==> src/rtl/message_flood_rate_limiter_core_assert.svh <==
`ifndef MESSAGE_FLOOD_RATE_LIMITER_CORE_ASSERT_SVH
`define MESSAGE_FLOOD_RATE_LIMITER_CORE_ASSERT_SVH

// Same-cycle implication, checked on every rising edge outside reset.
`define MFRL_ASSERT_IMP(label, clk, rst, ante, cons) \
  label: assert property (@(posedge clk) disable iff (rst) (ante) |-> (cons)) \
    else $error("mfrl assertion failed");

// Next-cycle implication, checked on every rising edge outside reset.
`define MFRL_ASSERT_NXT(label, clk, rst, ante, cons) \
  label: assert property (@(posedge clk) disable iff (rst) (ante) |=> (cons)) \
    else $error("mfrl assertion failed");

`endif

==> src/rtl/mfrl_pkg.sv <==
package mfrl_pkg;

  // Hash index offset, clock slack for backward steps, highest mode for repeat check
  localparam logic [31:0] HASH_OFFSET     = 32'h004E_C691;
  localparam logic [31:0] CLOCK_SLACK     = 32'd10;
  localparam logic [1:0]  REPEAT_MODE_MAX = 2'd1;

  // Register reset values
  localparam logic [15:0] CREDIT_RESET = 16'd2000;
  localparam logic [15:0] LIMIT_RESET  = 16'd6000;

  // Register indexes on the configuration channel
  typedef enum logic [1:0] {
    REG_MUTE   = 2'd0,
    REG_CREDIT = 2'd1,
    REG_LIMIT  = 2'd2
  } cfg_reg_t;

  typedef struct packed {
    logic        mute;
    logic [15:0] credit;
    logic [15:0] limit;
  } cfg_t;

  // Finished message handed from the hash stage to the decision stage
  typedef struct packed {
    logic [31:0] hash;
    logic [1:0]  mode;
    logic [31:0] now;
  } msg_t;

  // Decision state visible to the top level
  typedef struct packed {
    logic blocked;
    logic timer_zero;
  } sts_t;

endpackage

==> src/rtl/mfrl_hash.sv <==
module mfrl_hash (
  input  logic              clk,
  input  logic              rst,
  input  logic              in_valid,
  output logic              in_ready,
  input  logic [7:0]        char_byte,
  input  logic              last_char,
  input  logic [1:0]        chat_mode,
  input  logic [31:0]       now_ms,
  output logic              msg_valid,
  output mfrl_pkg::msg_t    msg,
  input  logic              msg_ready
);

  logic        in_full;
  logic [7:0]  in_char;
  logic        in_last;
  logic [1:0]  in_mode;
  logic [31:0] in_now;

  logic [31:0] running_hash;
  logic [31:0] char_index;

  logic [31:0] char_ext;
  logic [31:0] product;
  logic [31:0] hash_next;
  logic        msg_free;
  logic        in_adv;

  // Fold the registered character into the running hash
  assign char_ext  = {{24{in_char[7]}}, in_char};
  assign product   = char_ext * (char_index + mfrl_pkg::HASH_OFFSET);
  assign hash_next = running_hash + product;

  // Non-last characters never wait; a last character waits for a free message slot
  assign msg_free = !msg_valid || msg_ready;
  assign in_adv   = in_full && (!in_last || msg_free);
  assign in_ready = !in_full || in_adv;

  // Control and accumulator state
  always_ff @(posedge clk) begin
    if (rst) begin
      in_full      <= 1'b0;
      msg_valid    <= 1'b0;
      running_hash <= '0;
      char_index   <= '0;
    end else begin
      if (in_ready) begin
        in_full <= in_valid;
      end
      if (in_adv) begin
        if (in_last) begin
          running_hash <= '0;
          char_index   <= '0;
        end else begin
          running_hash <= hash_next;
          char_index   <= char_index + 32'd1;
        end
      end
      if (msg_free) begin
        msg_valid <= in_adv && in_last;
      end
    end
  end

  // Payload registers
  always_ff @(posedge clk) begin
    if (in_valid && in_ready) begin
      in_char <= char_byte;
      in_last <= last_char;
      in_mode <= chat_mode;
      in_now  <= now_ms;
    end
    if (in_adv && in_last) begin
      msg.hash <= hash_next;
      msg.mode <= in_mode;
      msg.now  <= in_now;
    end
  end

endmodule

==> src/rtl/mfrl_decide.sv <==
module mfrl_decide (
  input  logic              clk,
  input  logic              rst,
  input  mfrl_pkg::cfg_t    cfg,
  input  logic              msg_valid,
  input  mfrl_pkg::msg_t    msg,
  output logic              msg_ready,
  output logic              out_valid,
  input  logic              out_ready,
  output logic              accepted,
  output mfrl_pkg::sts_t    sts
);

  logic [31:0] last_clock;
  logic [31:0] credit_timer;
  logic        blocked_flag;
  logic [31:0] previous_hash;
  logic [1:0]  previous_mode;

  logic [31:0] last_clock_next;
  logic [31:0] credit_timer_next;
  logic        blocked_flag_next;
  logic [31:0] previous_hash_next;
  logic [1:0]  previous_mode_next;
  logic        verdict;

  logic        take;
  logic [31:0] back_step;
  logic [31:0] now_eff;
  logic [31:0] elapsed;
  logic        drain_hit;
  logic [31:0] timer_drained;
  logic        blocked_drained;
  logic        rep_hit;
  logic [31:0] credit_ext;
  logic [31:0] timer_credited;
  logic        over_limit;

  assign msg_ready = !out_valid || out_ready;
  assign take      = msg_valid && msg_ready;

  assign sts.blocked    = blocked_flag;
  assign sts.timer_zero = (credit_timer == 32'd0);

  // Clamp small backward clock steps, then drain the timer
  assign back_step       = last_clock - msg.now;
  assign now_eff         = (back_step < mfrl_pkg::CLOCK_SLACK) ? last_clock : msg.now;
  assign elapsed         = now_eff - last_clock;
  assign drain_hit       = credit_timer > elapsed;
  assign timer_drained   = drain_hit ? (credit_timer - elapsed) : 32'd0;
  assign blocked_drained = drain_hit && blocked_flag;

  // Repeat of the previous message at the same or lower mode
  assign rep_hit = (msg.hash == previous_hash) && (previous_mode >= msg.mode) &&
                   (msg.mode <= mfrl_pkg::REPEAT_MODE_MAX) && (timer_drained != 32'd0);

  assign credit_ext     = {16'd0, cfg.credit};
  assign timer_credited = timer_drained + credit_ext;
  assign over_limit     = timer_credited > {16'd0, cfg.limit};

  // Decide and work out the next limiter state
  always_comb begin
    last_clock_next    = last_clock;
    credit_timer_next  = credit_timer;
    blocked_flag_next  = blocked_flag;
    previous_hash_next = previous_hash;
    previous_mode_next = previous_mode;
    verdict            = 1'b0;
    if (!cfg.mute) begin
      last_clock_next   = now_eff;
      credit_timer_next = timer_drained;
      blocked_flag_next = blocked_drained;
      if (!blocked_drained && !rep_hit) begin
        previous_hash_next = msg.hash;
        previous_mode_next = msg.mode;
        if (over_limit) begin
          credit_timer_next = timer_credited + credit_ext;
          blocked_flag_next = 1'b1;
        end else begin
          credit_timer_next = timer_credited;
          verdict           = 1'b1;
        end
      end
    end
  end

  // Limiter state and result valid
  always_ff @(posedge clk) begin
    if (rst) begin
      last_clock    <= '0;
      credit_timer  <= '0;
      blocked_flag  <= 1'b0;
      previous_hash <= '0;
      previous_mode <= '0;
      out_valid     <= 1'b0;
    end else begin
      if (take) begin
        last_clock    <= last_clock_next;
        credit_timer  <= credit_timer_next;
        blocked_flag  <= blocked_flag_next;
        previous_hash <= previous_hash_next;
        previous_mode <= previous_mode_next;
      end
      if (msg_ready) begin
        out_valid <= msg_valid;
      end
    end
  end

  // Result payload
  always_ff @(posedge clk) begin
    if (take) begin
      accepted <= verdict;
    end
  end

endmodule

==> src/rtl/message_flood_rate_limiter_core.sv <==
// Channel   Direction  Signals                          Contents
// s_axis    in         tvalid tready tdata tlast tuser  one message character per transfer
// m_axis    out        tvalid tready tdata              one verdict per message
// cfg       in         valid ready index data           register writes
//
// One character transfer per cycle is sustained, back-to-back messages included,
// while m_axis is not stalled. A verdict becomes valid once the last character has
// passed the input register, then the message register, then the result register.
// The rate is set by the timer update in the decision stage, registered on each take.
// Reset clears the hash, the limiter state and loads register defaults.
// A stalled m_axis holds its verdict and backs up into s_axis one stage at a time.
`include "message_flood_rate_limiter_core_assert.svh"

module message_flood_rate_limiter_core (
  input  logic        clk,
  input  logic        rst,
  input  logic        s_axis_tvalid,
  output logic        s_axis_tready,
  input  logic [39:0] s_axis_tdata,   // [7:0] char_byte, [39:8] now_ms
  input  logic        s_axis_tlast,   // last_char
  input  logic [1:0]  s_axis_tuser,   // [1:0] chat_mode
  output logic        m_axis_tvalid,
  input  logic        m_axis_tready,
  output logic [7:0]  m_axis_tdata,   // [0] accepted, [7:1] zero
  input  logic        cfg_valid,
  output logic        cfg_ready,
  input  logic [1:0]  cfg_index,
  input  logic [15:0] cfg_data
);

  mfrl_pkg::cfg_t cfg;
  logic           msg_valid;
  logic           msg_ready;
  mfrl_pkg::msg_t msg;
  logic           accepted;
  mfrl_pkg::sts_t sts;

  assign cfg_ready = 1'b1;

  // Register writes
  always_ff @(posedge clk) begin
    if (rst) begin
      cfg.mute   <= 1'b0;
      cfg.credit <= mfrl_pkg::CREDIT_RESET;
      cfg.limit  <= mfrl_pkg::LIMIT_RESET;
    end else if (cfg_valid && cfg_ready) begin
      case (cfg_index)
        mfrl_pkg::REG_MUTE:   cfg.mute   <= cfg_data[0];
        mfrl_pkg::REG_CREDIT: cfg.credit <= cfg_data;
        mfrl_pkg::REG_LIMIT:  cfg.limit  <= cfg_data;
        default: ;
      endcase
    end
  end

  mfrl_hash u_hash (
    .clk       (clk),
    .rst       (rst),
    .in_valid  (s_axis_tvalid),
    .in_ready  (s_axis_tready),
    .char_byte (s_axis_tdata[7:0]),
    .last_char (s_axis_tlast),
    .chat_mode (s_axis_tuser),
    .now_ms    (s_axis_tdata[39:8]),
    .msg_valid (msg_valid),
    .msg       (msg),
    .msg_ready (msg_ready)
  );

  mfrl_decide u_decide (
    .clk       (clk),
    .rst       (rst),
    .cfg       (cfg),
    .msg_valid (msg_valid),
    .msg       (msg),
    .msg_ready (msg_ready),
    .out_valid (m_axis_tvalid),
    .out_ready (m_axis_tready),
    .accepted  (accepted),
    .sts       (sts)
  );

  assign m_axis_tdata = {7'd0, accepted};

  // A held verdict keeps the decision stage from consuming a message
  `MFRL_ASSERT_IMP(a_hold_blocks_take, clk, rst,
    msg_valid && m_axis_tvalid && !m_axis_tready, !msg_ready)
  // A muted decision always rejects
  `MFRL_ASSERT_NXT(a_mute_rejects, clk, rst,
    msg_valid && msg_ready && cfg.mute, m_axis_tvalid && !m_axis_tdata[0])
  // An accepted message never leaves the sender blocked
  `MFRL_ASSERT_IMP(a_accept_unblocked, clk, rst,
    m_axis_tvalid && m_axis_tdata[0], !sts.blocked)
  // A blocked sender always has credit left to drain
  `MFRL_ASSERT_IMP(a_blocked_has_credit, clk, rst, sts.blocked, !sts.timer_zero)

endmodule

==> config.mk <==
export PLATFORM = sky130hd
export DESIGN_NAME = message_flood_rate_limiter_core
export DESIGN_NICKNAME = d
export VERILOG_FILES = /design/src/rtl/mfrl_pkg.sv /design/src/rtl/mfrl_hash.sv /design/src/rtl/mfrl_decide.sv /design/src/rtl/message_flood_rate_limiter_core.sv
export VERILOG_INCLUDE_DIRS = /design/src /design/src/rtl
export SDC_FILE = /design/constraint.sdc
export NUM_CORES = 1
export LEC_CHECK = 0
export ABC_CLOCK_PERIOD_IN_PS = 16149
export BUFFER_PORTS_ARGS = -buffer_cell sky130_fd_sc_hd__buf_2
export CORE_MARGIN = 2
export CORE_UTILIZATION = 60
export DETAILED_ROUTE_END_ITERATION = 7
export HOLD_SLACK_MARGIN = 0.15
export PLACE_DENSITY = 0.77
export SYNTH_ARGS = -nofsm -noshare
export SYNTH_HDL_FRONTEND = slang
export SYNTH_SLANG_ARGS = --single-unit
==> constraint.sdc <==
create_clock -name clk -period 16.15 [get_ports clk]
set_input_delay 0.8075 -clock clk [delete_from_list [all_inputs] [get_ports clk]]
set_output_delay 0.8075 -clock clk [all_outputs]
set_load 0.02 [all_outputs]
# Word-level counts from Yosys, hierarchy flattened
# Cells that the tools add are included.
# Widths: inputs -> output; s select.
# word_totals
register_bits	309
latchBits	0
mem_bits_rw	0
mem_bits_ro	0
input_bits	66
out_inout_bits	11
word_cells	76
memories	0
# op_classes
add_sub_neg	8
mul	1
div_mod_pow	0
magnitude_cmp	5
eq_ne	3
shift	0
mux	9
n_bitwise	2
reduce_logical	27
# ops
cell	n
$mux 32	6
$sub 32x32->32	3
$add 32x16->32	2
$add 32x1->32 const B	1
$add 32x23->32 const B	1
$add 32x32->32	1
$eq 32x32->1	1
$gt 32x16->1	1
$gt 32x32->1	1
$lt 32x4->1 const B	1
$mul 8x32->32	1
$reduce_bool 32->1	1
$logic_and 1x1->1	9
$reduce_and 2->1	4
$logic_not 1->1	6
$logic_or 1x1->1	4
$mux 1	3
$reduce_and 3->1	1
$eq 2x1->1 const B	1
$eq 2x2->1 const B	1
$ge 2x2->1	1
$le 2x1->1 const B	1
$logic_not 2->1	1
$not 1->1	2
$reduce_or 2->1	1

# Depth between registers and ports, before layout
# Gate-level depths: netlist of the first run.
# logic_depth
word_depth	12
ltp_mapped	70
depth_no_buf	64

# By module
# A second synthesis of the first run with hierarchy kept.
# hier_totals
hier_cells	3345
area_unflattened_um2	28960.3
# by_module_without_submodules
mod	n_inst	cells_each	area_each_um2	seq_area_each_um2
mfrl_hash	1	1372	14279.9	4594.4
mfrl_decide	1	1831	13244.0	2031.9
message_flood_rate_limiter_core	1	142	1436.4	660.6

# Least setup slack after synthesis of the first run
# Ideal clock, no wire load.
# synth_timing
path_kind	reg2reg
from	reg, netlist name u_hash.msg[4]
to	reg u_decide.credit_timer[10]
setup_time_ps	135
t_arrival_ps	12857
required_ps	16015
setup_slack_ps	3157
path_stages_with_launch	69
n_path_buf	5
period_less_slack_ps	12993
path_cell_list	edfxtp_1 > inv_1 > ha_1 > a21o_1 > a21oi_1 > o311ai_1 > a2111oi_0 > o21ai_0 > o221ai_1 > a31oi_1 > a31oi_2 > o21ai_0 > xor2_1 > nor4_1 > nand2_1 > nor2_1 > buf_2 > mux2i_1 > [33 not listed] > o21bai_1 > xor2_1 > ha_1 > nor2b_1 > o21ai_0 > nand2b_1 > a21oi_1 > nor2b_1 > o21ai_0 > nand2b_1 > a221o_1 > a22o_1 > a2111oi_2 > nand4_4 > nor2_8 > buf_12 > mux2i_1 > o221ai_1
# synth_between
elab_chain_len	11
word_cells_on_any_way	18
classes_between	5 x add/sub; 3 x order compare; 4 x mux; 6 x reduce/logical
# synth_lines
item	line	text
$sub 32x32->32	mfrl_decide.sv:46	assign back_step = last_clock - msg.now;
$lt 32x4->1	mfrl_decide.sv:47	assign now_eff = (back_step < mfrl_pkg::CLOCK_SLACK) ? last_clock : msg.now;
$mux 32 (*)	mfrl_decide.sv:47	
$sub 32x32->32 (*)	mfrl_decide.sv:48	assign elapsed = now_eff - last_clock;
parallel branches: the longest is 6 deep, another holds $sub 32x32->32	--	
$mux 32 (*)	mfrl_decide.sv:73	if (!blocked_drained && !rep_hit) begin
to (signal assigned)	mfrl_decide.sv:99	credit_timer <= credit_timer_next;
to (decl)	mfrl_decide.sv:15	logic [31:0] credit_timer;
# Mark *: on every way between the ends.
# A chain may end at the register's enable or synchronous reset.

# Final worst setup path of the first run
# layout_timing
from	reg, netlist name u_hash.msg[1]
to	reg u_decide.credit_timer[7]
# layout_between
elab_chain_len	11
word_cells_on_any_way	18
classes_between	5 x add/sub; 3 x order compare; 4 x mux; 6 x reduce/logical
# layout_lines
item	line	text
$sub 32x32->32 (*)	mfrl_decide.sv:46	
$lt 32x4->1 (*)	mfrl_decide.sv:47	
$mux 32 (*)	mfrl_decide.sv:47	
named net u_decide.now_eff[8]	mfrl_decide.sv:29	logic [31:0] now_eff;
$sub 32x32->32 (*)	mfrl_decide.sv:48	
parallel branches: the longest is 6 deep, another holds $gt 32x32->1	--	
$mux 32 (*)	mfrl_decide.sv:73	
# Mark *: on every way through the listed nets, which the timed path passes.

==> results of run 1 <==
## synth_stat cells, types with 12 or more instances
| cell type | number | area share |
|---|---|---|
| a211oi_1 | 20 | 0.0054 |
| a21o_1 | 43 | 0.012 |
| a21oi_1 | 229 | 0.041 |
| a22oi_1 | 26 | 0.0070 |
| a31oi_1 | 15 | 0.0033 |
| and2_1 | 100 | 0.022 |
| and3_1 | 34 | 0.0076 |
| buf_4 | 13 | 0.0035 |
| clkbuf_1 | 102 | 0.014 |
| dfxtp_1 | 199 | 0.14 |
| edfxtp_1 | 110 | 0.12 |
| fa_1 | 191 | 0.14 |
| ha_1 | 211 | 0.094 |
| inv_1 | 343 | 0.046 |
| mux2i_1 | 55 | 0.020 |
| nand2_1 | 418 | 0.056 |
| nand2b_1 | 51 | 0.011 |
| nand3_1 | 84 | 0.015 |
| nand4_1 | 29 | 0.0065 |
| nor2_1 | 249 | 0.033 |
| nor2b_1 | 33 | 0.0074 |
| nor3_1 | 51 | 0.0091 |
| nor4_1 | 23 | 0.0051 |
| o211ai_1 | 21 | 0.0056 |
| o21a_1 | 21 | 0.0056 |
| o21ai_0 | 136 | 0.024 |
| o21bai_1 | 12 | 0.0032 |
| o221ai_1 | 13 | 0.0041 |
| o31ai_1 | 12 | 0.0032 |
| or2_2 | 17 | 0.0038 |
| or3_1 | 30 | 0.0067 |
| xnor2_1 | 121 | 0.038 |
| xor2_1 | 100 | 0.031 |
## through the flow
stage          cell area (µm²)  hold WS, ns  utilization  std cells
2_1_floorplan            28080       0.4003            -       3304
3_3_place_gp             28860       0.4007       0.6226       3880
3_5_place_dp             28860       0.4054       0.6226       3880
4_1_cts                  30210       0.3781       0.6516       3950
5_1_grt                  30300       0.3901       0.6535       3958
6_report                 30300       0.4039       0.6536       3959
## final timing paths
kind	to	from	cells after the start
min reg2reg	u_hash.msg[21]	u_hash.in_now[21]	0
max	u_decide.credit_timer[7]	u_hash.msg[1]	63
max reg2reg	u_decide.credit_timer[7]	u_hash.msg[1]	63
min	u_hash.in_char[2]	s_axis_tdata[2]	1
## metal layers
metal	up-vias	wire length [µm]	global-route usage
li1	11260	-	-
met4	0	2856	0.1248
met5	-	0	0
met1	11500	30470	0.3854
met3	193	4354	0.03588
met2	809	37750	0.5579
## power by group through the flow
stage / Clock, W / Sequential [W] / Combinational [W]
finish: 0.000927 / 0.00102 / 0.00180
global route: 0.000969 / 0.00102 / 0.00200
detailed placement: 0 / 0.00103 / 0.00176
CTS: 0.000942 / 0.00102 / 0.00178
global placement: 0 / 0.00103 / 0.00171
floorplan: 0 / 0.00101 / 0.00130
## final cells by class
type / count / share of cell area
clock inverter: 23 / 0.01082
clock buffer: 47 / 0.03353
timing repair buffer: 99 / 0.01982
inverter: 345 / 0.04274
multi-input combinational: 2528 / 0.6274
sequential: 309 / 0.2405
tap: 607 / 0.02507
antenna: 1 / 0.00008259
## cell families (layout without fill, tap and decap cells)
| family | count (synthesis) | in the layout | share of synthesized area |
|---|---|---|---|
| buffers and inverters | 468 | 514 | 0.06524 |
| other | 2 | 9 | 0.0002677 |
| and+or+nand+nor | 1170 | 1171 | 0.2010 |
| AOI/OAI and AO/OA | 670 | 670 | 0.1544 |
| muxes | 56 | 56 | 0.02002 |
| adders and majority gates | 402 | 402 | 0.2304 |
| DFF | 309 | 309 | 0.2597 |
| xor gates and xnor gates | 221 | 221 | 0.06899 |
## what timing repair did
action                                  CTS  global route
setup buffers                             0             7
endpoints found under the setup margin    0            25
resized for setup                         0             2
## worst max-delay path, delay by kind of cell, from the launching register on
| kind | cells | cell delay [ns] |
|---|---|---|
| AO/OA/AOI/OAI | 34 | 8.37 |
| XOR/XNOR | 3 | 0.79 |
| adder cells (fa/ha/maj) | 5 | 1.59 |
| buffers and inverters | 3 | 0.48 |
| flip-flops | 1 | 0.40 |
| multiplexers | 1 | 0.20 |
| AND/OR/NAND/NOR | 17 | 2.92 |
## sequential cells by signal, indices dropped and copies added (netlist names), 8 cells and up
signal / count
u_decide.last_clock: 32
cfg: 33
u_decide.previous_hash: 32
u_hash.running_hash: 32
u_hash.in_char: 8
u_hash.char_index: 32
u_hash.in_now: 32
u_hash.msg: 66
u_decide.credit_timer: 32
==> flow_summary.yaml, run 1 <==
run_status:
  status: "finished clean"
global_routing:
  grt.overflow.total: 0
  grt_pass1_wl_um: 120500
  grt_usage: 0.3127
  grt_max_degree: 68
  antenna_found_initial: 0
  grt_pass1_vias: 23600
clock_tree:
  ctsHoldBuffers: 0
  cts-root-buf: "clkbuf_16"
  clk_pin_slew_ns: 0.06
  clock-sinks: 309
  clock_latency_ns: 0.57
  numCtsBuffers: 38
  htree_levels: 2
  tritoncts: "done"
  cts_buffer_depth: 3
sta:
  drv_slew: 0
  final.setup_skew_ns: 0.01832
  max-slew-margin-rel: 0.2293
  timing.final.crit_share: 0.9242
  max_freq_ghz: 0.06700
  finalHoldViolCount: 0
  setup_ws_ns: 1.224
  finalSetupViolCount: 0
  worst_slew_pin_slew_ns: 1.156
  fin_crit_ns: 14.93
  rsz0062_at_grt: "false"
  fin_tns_setup_ns: 0
floorplan:
  rows: 79
  die_height_um: 220.2
  io_pins: 77
  fp.coreArea_um2: 46360
  die_area_um2: 48510
  start_util: 0.6052
  fp.dieW_um: 220.2
layout:
  final_nets: 3789
  layout_common_cells: "418 x nand2_1, 343 x inv_1, 246 x nor2_1"
  final_common_cell: "nand2_1"
  drive_gt1_frac: 0.07013
  seq_area_um2: 7287
  areaGrowthSynthToFinish_pct: 7.987
  fillers: 3841
  multiInputGateArea_um2: 19010
synth:
  ys_types: 95
  ys_ff_latch: 309
  synth-async-reset-ratio: 0
  syn_area_um2: 28060
  ys_seq_area_frac: 0.2597
  ys_warn_count: 0
  ys.flop_type: "dfxtp_1"
  postSynthAreaPerCell_um2: 8.507
  syn_inst: 3298
  synth_edf_count: 110
power_and_ir_drop:
  switching_power_w: 0.001518
  p_comb_frac: 0.481
  finalPower_w: 0.003748
  vdd_drop_max_uv: 160.6
  p_clk_frac: 0.247
  p_int_w: 0.002229
  power.density_nw_per_um2: 123.7
  p_seq_frac: 0.271
  p_sw_frac: 0.4051
  p_leak_nw: 13.12
run:
  maxCapViolCount: 0
route:
  wl_per_cell_um: 19.05
  dr.pass1.iters: 6
  drt-vias-per-instance: 6.002
  routed_wl_um: 75430
  initialDrtViolationCount: 2065
  drc: 0
  dr_total_vias: 23760
  ant_nets: 0
placed_design:
  io_buffers: 68
  place.gp.congestion: 0.9518
  hpwl_um: 58000
  dp_worst_setup_slack_ns: 0.9488
setup_path:
  arrival_ns: 15.35
  cp_slowest_cell: "nor4_2"
  timing.reg2reg.setup_slack_ns: 1.22
  crit_type: "reg -> reg"
  critical_path.startpoint_type: "flip-flop"
  cp_slowest_stage_delay_ns: 0.56
  endpoint_kind: "flip-flop"
  crit_required_ns: 16.57
  crit_fanout: 13
  crit_top_cell: "o21ai_0"
hold_path:
  min_path_type: "in -> reg"
Power figures use the tool's default switching activity.
==> run 2: changes to the inputs <==
--- a/config.mk
+++ b/config.mk
@@ -8,5 +8,5 @@
 export LEC_CHECK = 0
 export ABC_CLOCK_PERIOD_IN_PS = 16149
-export BUFFER_PORTS_ARGS = -buffer_cell sky130_fd_sc_hd__buf_2
+export BUFFER_PORTS_ARGS = -buffer_cell sky130_fd_sc_hd__clkbuf_2
 export CORE_MARGIN = 2
 export CORE_UTILIZATION = 60
==> constraint.sdc (replaced) <==
create_clock -name clk -period 16.15 [get_ports clk]
set_input_delay 0.8075 -clock clk [delete_from_list [all_inputs] [get_ports clk]]
set_output_delay 0.8075 -clock clk [all_outputs]
set_load 0.05 [all_outputs]
==> run 2 against run 1 <==
  * Maximum frequency about the same
  * Non-clock buffer count increased by 9
  * Combinational power about the same
  * Sequential power about the same
  * Clock power decreased by 9.1%
  * Largest power group unchanged
  * Highest routed layer is now met5
==> flow_summary.yaml, run 2 (synthesis results as in run 1) <==
layout:
  layout_common_cells: "417 x nand2_1, 343 x inv_1, 246 x nor2_1"
  largest_register_ffs: 66
  final_common_cell: "nand2_1"
  final_nets: 3797
  regMostFlops: "u_hash.msg"
  areaGrowthSynthToFinish_pct: 7.751
  reg.largest.list: "u_hash.msg: 66 flops, cfg: 33 flops"
  final_cell_area_um2: 30230
  fillers: 3855
  post-route-util: 0.6521
  n_antenna_cell: 0
  drive_gt1_frac: 0.07117
  stdcell_count: 3965
setup_path:
  endpoint_kind: "flip-flop"
  cp_slowest_stage_delay_ns: 0.47
  cp_slowest_cell: "nor4_4"
  crit_top_cell: "o21ai_0"
  arrival_ns: 15.42
  critical_path.startpoint_type: "flip-flop"
  crit_fanout: 12
  crit_required_ns: 16.64
  crit_type: "reg -> reg"
placed_design:
  placed_cell_area_um2: 28890
  placed_cells: 3884
  hpwl_um: 59320
  place.gp.congestion: 0.9504
  io_buffers: 68
floorplan:
  start_util: 0.6052
  io_pins: 77
  die_height_um: 220.2
  fp.dieW_um: 220.2
  rows: 79
  die_area_um2: 48510
  fp.coreArea_um2: 46360
run:
  maxCapViolCount: 0
hold_path:
  min_path_type: "in -> reg"
run_status:
  status: "finished clean"
global_routing:
  grt.overflow.total: 0
  grt_max_degree: 68
  grt_usage: 0.3182
  antenna_found_initial: 1
  grt_pass1_wl_um: 122200
  grt_pass1_vias: 23910
sta:
  timing.final.crit_share: 0.9247
  worst_slew_pin_slew_ns: 1.154
  rsz0062_at_grt: "false"
  fin_hold_ws_ns: 0.4013
  max-slew-margin-rel: 0.2307
  finalHoldViolCount: 0
  fin_crit_ns: 14.93
  final.setup_skew_ns: 0.02839
  fin_tns_setup_ns: 0
  finalSetupViolCount: 0
  max_freq_ghz: 0.06696
  drv_slew: 0
clock_tree:
  clk_pin_slew_ns: 0.07
  tritoncts: "done"
  numCtsBuffers: 37
  htree_levels: 2
  clock-sinks: 309
  cts-root-buf: "clkbuf_16"
  cts_buffer_depth: 3
  clock_latency_ns: 0.58
route:
  initialDrtViolationCount: 1777
  dr.pass1.iters: 5
  drc: 0
  wl_per_cell_um: 19.41
  dr_total_vias: 23700
  drt-vias-per-instance: 5.977
  ant_nets: 0
  routed_wl_um: 76960
power_and_ir_drop:
  power.density_nw_per_um2: 121.7
  p_leak_nw: 13.12
  vdd_drop_max_uv: 139.3
[run 2: cell types whose count changed in the layout (fill, tap and decap cells not counted), sizes merged]
cell	before	now
diode	1	0
buf	99	41
clkinv	12	11
clkbuf	47	118
inv	349	346
clkinvlp	0	3
bufinv	7	2
[run 2: worst paths after layout]
kind	from	endpoint	depth (start not counted)	slack [ns]
worst max-delay path	u_hash.msg[1]	u_decide.credit_timer[8]	66	1.22
worst min-delay path	s_axis_tdata[1]	u_hash.in_char[1]	1	0.40
worst max register to register	u_hash.msg[1]	u_decide.credit_timer[8]	66	1.22
worst min register to register	u_hash.in_now[15]	u_hash.msg[15]	0	0.42
[run 2: final cells by class]
class | instances | area, µm² | area share
clock buffer | 51 | 1031 | 0.03410
tap | 607 | 759.5 | 0.02512
inverter | 345 | 1295 | 0.04284
clock inverter | 17 | 170.2 | 0.005629
sequential | 309 | 7287 | 0.2410
multi-input combinational | 2528 | 19020 | 0.6292
timing repair buffer | 108 | 668.1 | 0.02210
[run 2: repair_timing]
action,4_1_cts,5_1_grt
setup buffers,0,12
setup endpoints to repair,0,25
gates resized for setup,0,3
hold buffers,0,0
[run 2: where the power goes]
part | switching, W | total [W] | leakage, nW | internal, W
logic | 0.00111 | 0.00182 | 9.89 | 0.000704
clock network | 0.000359 | 0.000843 | 0.579 | 0.000484
registers | 0.0000547 | 0.00102 | 2.65 | 0.000962
[run 2: per-stage QoR]
step	total power, W	setup WS (ns)
final	0.003678	1.216
after global routing	0.003910	0.1307
after CTS	0.003659	0.7534
after detailed placement	0.002796	0.8651
after global placement	0.002730	1.305
after floorplan	0.002311	3.157
[run 2: worst max-delay path, delay by kind of cell (launching register included)]
family          cells  cell delay (ns)
mux                 1             0.13
fa+ha+maj           6             1.99
simple gates       17             2.80
buf+inv             5             0.73
flops               1             0.42
xor+xnor            3             0.82
compound gates     34             7.94
[run 2: layer usage]
metal | global-route usage | vias up | share of wire
met3 | 0.03808 | 191 | 0.048
met5 | 0 | - | 0.00012
li1 | - | 11280 | -
met2 | 0.5728 | 687 | 0.50
met1 | 0.3795 | 11540 | 0.41
met4 | 0.1452 | 2 | 0.041
